### src/hw/rtl/smpu_pkg.sv
`timescale 1ns / 1ps
// ----------------------------------------------------------------------------
// smpu_pkg: shared types and constants
// Operation and status codes, stack sizes and channel payload structs.
// ----------------------------------------------------------------------------
package smpu_pkg;

  localparam int unsigned DataDepth = 64;
  localparam int unsigned RetDepth  = 32;
  localparam int unsigned DataAw    = $clog2(DataDepth);
  localparam int unsigned RetAw     = $clog2(RetDepth);
  localparam int unsigned DataCw    = $clog2(DataDepth + 1);
  localparam int unsigned RetCw     = $clog2(RetDepth + 1);
  localparam int unsigned WordW     = 64;
  localparam logic [WordW-1:0] SpaceChar = 64'd32;

  typedef enum logic [4:0] {
    OP_LIT      = 5'd0,
    OP_ADD      = 5'd1,
    OP_SUB      = 5'd2,
    OP_MUL      = 5'd3,
    OP_DIV      = 5'd4,
    OP_MOD      = 5'd5,
    OP_EQ       = 5'd6,
    OP_PICK     = 5'd7,
    OP_SWAP     = 5'd8,
    OP_SPACE    = 5'd9,
    OP_EMIT     = 5'd10,
    OP_PRINT    = 5'd11,
    OP_TO_RET   = 5'd12,
    OP_FROM_RET = 5'd13,
    OP_COPY_RET = 5'd14,
    OP_DROP_RET = 5'd15,
    OP_PUSH_RET = 5'd16
  } op_e;

  typedef enum logic [2:0] {
    ST_OK      = 3'd0,
    ST_DUNDER  = 3'd1,
    ST_DOVER   = 3'd2,
    ST_RUNDER  = 3'd3,
    ST_ROVER   = 3'd4,
    ST_DIVZERO = 3'd5
  } status_e;

  typedef enum logic [1:0] {
    PK_NONE = 2'd0,
    PK_CHAR = 2'd1,
    PK_NUM  = 2'd2
  } pkind_e;

  typedef enum logic [3:0] {
    S_IDLE, S_RD1, S_RD2, S_EXEC, S_MUL, S_DIV, S_WB, S_TOP, S_TOPW, S_OUT
  } state_e;

  typedef struct packed {
    logic [4:0]        operation;
    logic signed [63:0] operand_value;
  } in_t;

  typedef struct packed {
    logic [2:0]         status;
    logic [1:0]         print_kind;
    logic signed [63:0] print_value;
    logic signed [63:0] data_top;
    logic [6:0]         data_count;
    logic [5:0]         return_count;
  } out_t;

  // divider handshake
  typedef struct packed {
    logic start;
    logic is_mod;
  } div_ctl_t;

endpackage

### src/hw/rtl/smpu_div.sv
`timescale 1ns / 1ps
// ----------------------------------------------------------------------------
// smpu_div: signed truncating divider
// Restoring radix-2 on magnitudes, one quotient bit per cycle.
// ----------------------------------------------------------------------------
module smpu_div (
  input  logic                  clk_i,
  input  logic                  rst_ni,
  input  smpu_pkg::div_ctl_t    ctl_i,
  input  logic [63:0]           a_i,
  input  logic [63:0]           b_i,
  output logic                  done_o,
  output logic [63:0]           res_o
);
  logic [63:0] rem_q, rem_d, quo_q, quo_d, den_q, den_d;
  logic [6:0]  cnt_q, cnt_d;
  logic        busy_q, busy_d, neg_q, neg_d, mod_q, mod_d, done_q, done_d;
  logic [64:0] trial;

  assign trial  = {rem_q, quo_q[63]} - {1'b0, den_q};
  assign done_o = done_q;
  assign res_o  = mod_q ? (neg_q ? 64'd0 - rem_q : rem_q)
                        : (neg_q ? 64'd0 - quo_q : quo_q);

  // one bit per cycle
  always_comb begin
    rem_d  = rem_q;
    quo_d  = quo_q;
    den_d  = den_q;
    cnt_d  = cnt_q;
    busy_d = busy_q;
    neg_d  = neg_q;
    mod_d  = mod_q;
    done_d = 1'b0;
    if (ctl_i.start) begin
      rem_d  = '0;
      quo_d  = a_i[63] ? 64'd0 - a_i : a_i;
      den_d  = b_i[63] ? 64'd0 - b_i : b_i;
      cnt_d  = 7'd0;
      busy_d = 1'b1;
      mod_d  = ctl_i.is_mod;
      neg_d  = ctl_i.is_mod ? a_i[63] : (a_i[63] ^ b_i[63]);
    end else if (busy_q) begin
      if (!trial[64]) begin
        rem_d = trial[63:0];
        quo_d = {quo_q[62:0], 1'b1};
      end else begin
        rem_d = {rem_q[62:0], quo_q[63]};
        quo_d = {quo_q[62:0], 1'b0};
      end
      cnt_d = cnt_q + 7'd1;
      if (cnt_q == 7'd63) begin
        busy_d = 1'b0;
        done_d = 1'b1;
      end
    end
  end

  always_ff @(posedge clk_i or negedge rst_ni) begin
    if (!rst_ni) begin
      busy_q <= 1'b0;
      done_q <= 1'b0;
    end else begin
      busy_q <= busy_d;
      done_q <= done_d;
    end
  end

  always_ff @(posedge clk_i) begin
    rem_q <= rem_d;
    quo_q <= quo_d;
    den_q <= den_d;
    cnt_q <= cnt_d;
    neg_q <= neg_d;
    mod_q <= mod_d;
  end
endmodule

### config.mk
export PLATFORM = sky130hd
export DESIGN_NAME = smpu_div
export DESIGN_NICKNAME = d
export VERILOG_FILES = /design/src/hw/rtl/smpu_pkg.sv /design/src/hw/rtl/smpu_div.sv
export SDC_FILE = /design/constraint.sdc
export NUM_CORES = 1
export LEC_CHECK = 0
export ABC_AREA = 1
export BUFFER_PORTS_ARGS = -buffer_cell sky130_fd_sc_hd__buf_2
export CAP_MARGIN = 20
export CORE_ASPECT_RATIO = 1.2
export CORE_MARGIN = 4
export CORE_UTILIZATION = 28
export DETAILED_ROUTE_END_ITERATION = 10
export PLACE_DENSITY = 0.53
export REMOVE_ABC_BUFFERS = 1
export SLEW_MARGIN = 20
export SYNTH_ARGS = -nofsm -noshare
export SYNTH_HDL_FRONTEND = slang
export SYNTH_SLANG_ARGS = --single-unit
### constraint.sdc
create_clock -name clk_i -period 3.4 [get_ports clk_i]
set_clock_uncertainty 0.2 [all_clocks]
set_input_delay 0.17 -clock clk_i [delete_from_list [all_inputs] [get_ports clk_i]]
set_output_delay 0.17 -clock clk_i [all_outputs]
set_load 0.1 [all_outputs]
; ---- Word level (Yosys, flattened, before mapping)
; Cells that the tools add are included.
[word_totals]
out_inout_bits = 65
reg_bits = 203
elab_cells = 34
in_bits = 132
[op_classes]
reduce_logical = 1
addsub = 6
eq_ne = 1
muxes = 16
bitwise = 1
[op_table]
columns = operator, n
row1 = $mux W64, 7
row2 = $sub A1 B64 Y64 const A, 4
row3 = $sub A65 B64 Y65, 1
row4 = $mux W63, 1
row5 = $mux W1, 8
row6 = $add A7 B1 Y7 const B, 1
row7 = $eq A7 B6 Y1 const B, 1
row8 = $reduce_bool A2 Y1, 1
row9 = $xor A1 B1 Y1, 1

; ---- Logic depth before layout (Yosys ltp)
[depth]
depth_word = 4
depth_mapped = 21
ltp_nobuf = 19

; ---- Worst setup path before layout
; No wires, ideal clock.
[synth_path]
kind = register -> output
start = register quo_q[1]
end = output port res_o[42]
path_slack_ns = -0.717
required_ns = 3.030
path_buffers = 0
t_arrival_ns = 3.747
stages_incl_launch_ff = 13
path_cell_list = edfxtp_1 -> inv_1 -> ha_1 -> nand3_1 -> nor2_1 -> nand2_1 -> nor2_1 -> nand2_1 -> nor3_2 -> a31oi_1 -> nand2_1 -> nand2_1 -> o21ai_0
[synth_via]
elab_chain_len = 3
[synth_lines]
columns = element, line
row1 = from (decl), smpu_div.sv:15  ; logic [63:0] rem_q, rem_d, quo_q, quo_d, den_q, den_d;
row2 = from (signal assigned), smpu_div.sv:71  ; quo_q <= quo_d;
row3 = $sub A1 B64 Y64, smpu_div.sv:23  ; : (neg_q ? 64'd0 - quo_q : quo_q);
row4 = $mux W64, smpu_div.sv:23
row5 = $mux W64, smpu_div.sv:22  ; assign res_o = mod_q ? (neg_q ? 64'd0 - rem_q : rem_q)
row6 = to (decl), smpu_div.sv:13  ; output logic [63:0] res_o
; Every way passes these cells.

; ---- Worst setup path in the final report
[layout_path]
start = register rem_q[11]
end = output port res_o[53]
[layout_via]
elab_chain_len = 3
[layout_lines]
columns = element, line
row1 = from (decl), smpu_div.sv:15
row2 = from (signal assigned), smpu_div.sv:70  ; rem_q <= rem_d;
row3 = $sub A1 B64 Y64, smpu_div.sv:22
row4 = $mux W64 (2 in series), smpu_div.sv:22
; Every way passes these cells.

==> impl_metrics.tcl <==
set metrics [dict create \
    status "finished clean" \
    synth-edff-count 130 \
    grt_pass1_wl_microns 163000 \
    route.detailed.drc 0 \
    r2r_start "quo_q[63]" \
    grt_usage 0.2451 \
    maxSlewViolCount 0 \
    synth.area.top_cells "nand2_1 (23%), edfxtp_1 (17%), inv_1 (11%)" \
    synthDominantCellAreaShare 0.2255 \
    multi_input_area_sq_um 15350 \
    synth-async-reset-ratio 0.009852 \
    fillCellCount 9162 \
    finalCriticalPeriod_ns 3.395 \
    p_leak_nw 15.43 \
    die-height_microns 323.6 \
    start_util 0.2829 \
    placement_rows 115 \
    clockBufferDepth 3 \
    vias 27010 \
    cp_data_required_time_ns 3.03 \
    drv_cap 0 \
    whs_path_depth 5 \
    postRouteAntennaNets 0 \
    power_density_nw_per_um2 320.4 \
    ys_ff_latch 203 \
    synth_seq_area_share 0.2313 \
    synth_cell_types 52 \
    cts_buffers 24 \
    pin_count 197 \
    io_buffers 196 \
    viasPerCell 4.793 \
    crit_fanout 3 \
    r2r_setup_slack_ns 0.20 \
    final-seq-area_sq_um 5389 \
    crit_arrival_ns 3.03 \
    rsz0062_at_grt "yes" \
    syn-cell-area_sq_um 23240 \
    criticalPathCategory "reg -> out" \
    grt-ovfl-total 0 \
    grt_max_degree 93 \
    place_inst 5390 \
    core_area_sq_um 82160 \
    routedWlPerCell_microns 19.88 \
    final-hold-violation-count 0 \
    design_area_sq_um 30060 \
    tightestPinTransition_ns 0.7884 \
    path_clk_slew_ns 0.07 \
    h-tree-depth 1 \
    die-area_sq_um 87690 \
    grt_pass1_vias 26350 \
    gp_congestion 0.9901 \
    whs_ns 0.05134 \
    slew_headroom 0.4696 \
    clkSinkCount 203 \
    area_growth_pct 29.33 \
    vdd_drop_max_mv 0.3172 \
    antenna_found_initial 3 \
    ys.flop_type "edfxtp_1" \
    max_freq_mhz 294.5 \
    hold_class "in -> reg" \
    end_kind "output port" \
    placed_cell_area_sq_um 26670 \
    r2r_end "rem_q[36]" \
    rr_worst_depth 21 \
    yosys-top-cells-count "nand2_1 (1396), inv_1 (701), nor2_1 (461), nand3_1 (294), o21ai_0 (215)" \
    clkLatencyLatePin_ns 0.57 \
    dr.pass1.iters 7 \
    fin_nets 4707 \
    die-width_microns 271.0 \
    yosysWarnings 0 \
    hold-path-endpoint "quo_q[56]" \
    startpoint_type "flip-flop" \
    detailed_place_hpwl_microns 93280 \
    drive_above_1_share 0.1358 \
    hold_start "a_i[56]" \
    synth_most_common_cell "nand2_1" \
    synth_top_area_cell "nand2_1" \
    cts_root_buffer "clkbuf_16" \
    setup_violations 0 \
    fin_cells 5635 \
    drt_iter0_drc 1732 \
    cts_tree "built" \
    drt_wl_total_microns 112000 \
    synth_area_per_cell_sq_um 5.683 \
    synthCells 4089 \
    post-route-period-util 0.9986 \
]
## flip-flops by register name, indices dropped and copies added (netlist names)
register / count
busy_q: 1
cnt_q: 7
den_q: 64
done_o: 1
mod_q: 1
neg_q: 1
quo_q: 64
rem_q: 64
## layout make-up
class | count | share of cell area
inverter | 709 | 0.08863
clock buffer | 27 | 0.02106
antenna | 2 | 0.0001665
timing repair buffer | 484 | 0.1479
multi-input combinational | 3083 | 0.5106
clock inverter | 16 | 0.006119
tap | 1111 | 0.04625
sequential | 203 | 0.1793
## power breakdown
part	internal (mW)	switching [mW]	total, mW
Combinational	1.25	2.60	3.85
Clock	1.64	1.16	2.80
Sequential	2.84	0.144	2.98
## kinds of logic after synthesis
kind of cell	after synthesis	share of synthesized area
fa+ha+maj	70	0.03801
flops	203	0.2313
buf+inv	803	0.1349
xor+xnor	156	0.05879
mux	1	0.0004307
simple gates	2445	0.4436
compound gates	411	0.09293
## timing repair
action                                 4_1_cts  5_1_grt
cloned                                       0        2
gates resized for setup                     83      129
endpoints found under the hold margin      131        0
hold buffers                               159        0
setup endpoints to repair                   59      102
pin swaps                                   12       28
setup buffers                                5       34
## worst max-delay path, stage by stage, from the launching register on
cell and delay [ns]:
dfxtp_1 0.37, inv_1 0.15, nand4_1 0.17, nor2_2 0.24
nand3_1 0.18, nor2_2 0.22, nand2_2 0.14, nor2_4 0.18
nand3_1 0.12, nand3_1 0.11, nand2_1 0.05, o21ai_0 0.17
buf_4 0.17, buf_12 0.17
## per-stage QoR
stage	TNS, ns	util	setup WS [ns]	total power, mW
floorplan	-216.70	-	-3.841	5.118
global placement	0	0.3246	0.04071	6.549
detailed placement	0	0.3246	0.004982	6.541
CTS	-0.02445	0.3575	-0.01338	9.588
global route	-0.2717	0.3658	-0.05477	10.05
finish	0	0.3658	0.004812	9.631
## worst max path at each step
stage / startpoint / end / cells past startpoint
2_1_floorplan: neg_q / res_o[35] / 6
5_1_grt: rem_q[11] / res_o[53] / 13
3_5_place_dp: quo_q[63] / rem_q[7] / 20
4_1_cts: rem_q[0] / res_o[44] / 15
6_report: rem_q[11] / res_o[53] / 13
3_3_place_gp: quo_q[63] / rem_q[4] / 20
## cells in the final DEF, fill, tap and decap left out, types with 14 or more instances in the layout
cell / instances
buf_12: 58
buf_4: 124
nand4_1: 79
buf_2: 140
nor3_2: 14
dfxtp_1: 60
ha_1: 67
xor2_1: 105
nor2_2: 48
nor3_1: 69
nand2_1: 1372
a21oi_1: 138
edfxtp_1: 130
nand2_2: 59
inv_1: 674
xnor2_1: 51
o21ai_1: 19
nand3_1: 284
dlygate4sd3_1: 159
clkbuf_16: 27
o21ai_0: 199
nor2_1: 407
nor2_4: 21
nor4_1: 21
inv_2: 34
## per-layer routing
layer | routed length (microns) | part of all wire | global-route usage | vias up
met5 | 0 | 0 | 0 | -
met1 | 42660 | 0.38 | 0.2706 | 12280
met3 | 4642 | 0.041 | 0.01946 | 237
li1 | - | - | - | 13720
met2 | 56420 | 0.50 | 0.4563 | 775
met4 | 8283 | 0.074 | 0.1534 | 0
No activity file was read; power rests on OpenSTA's default activity.
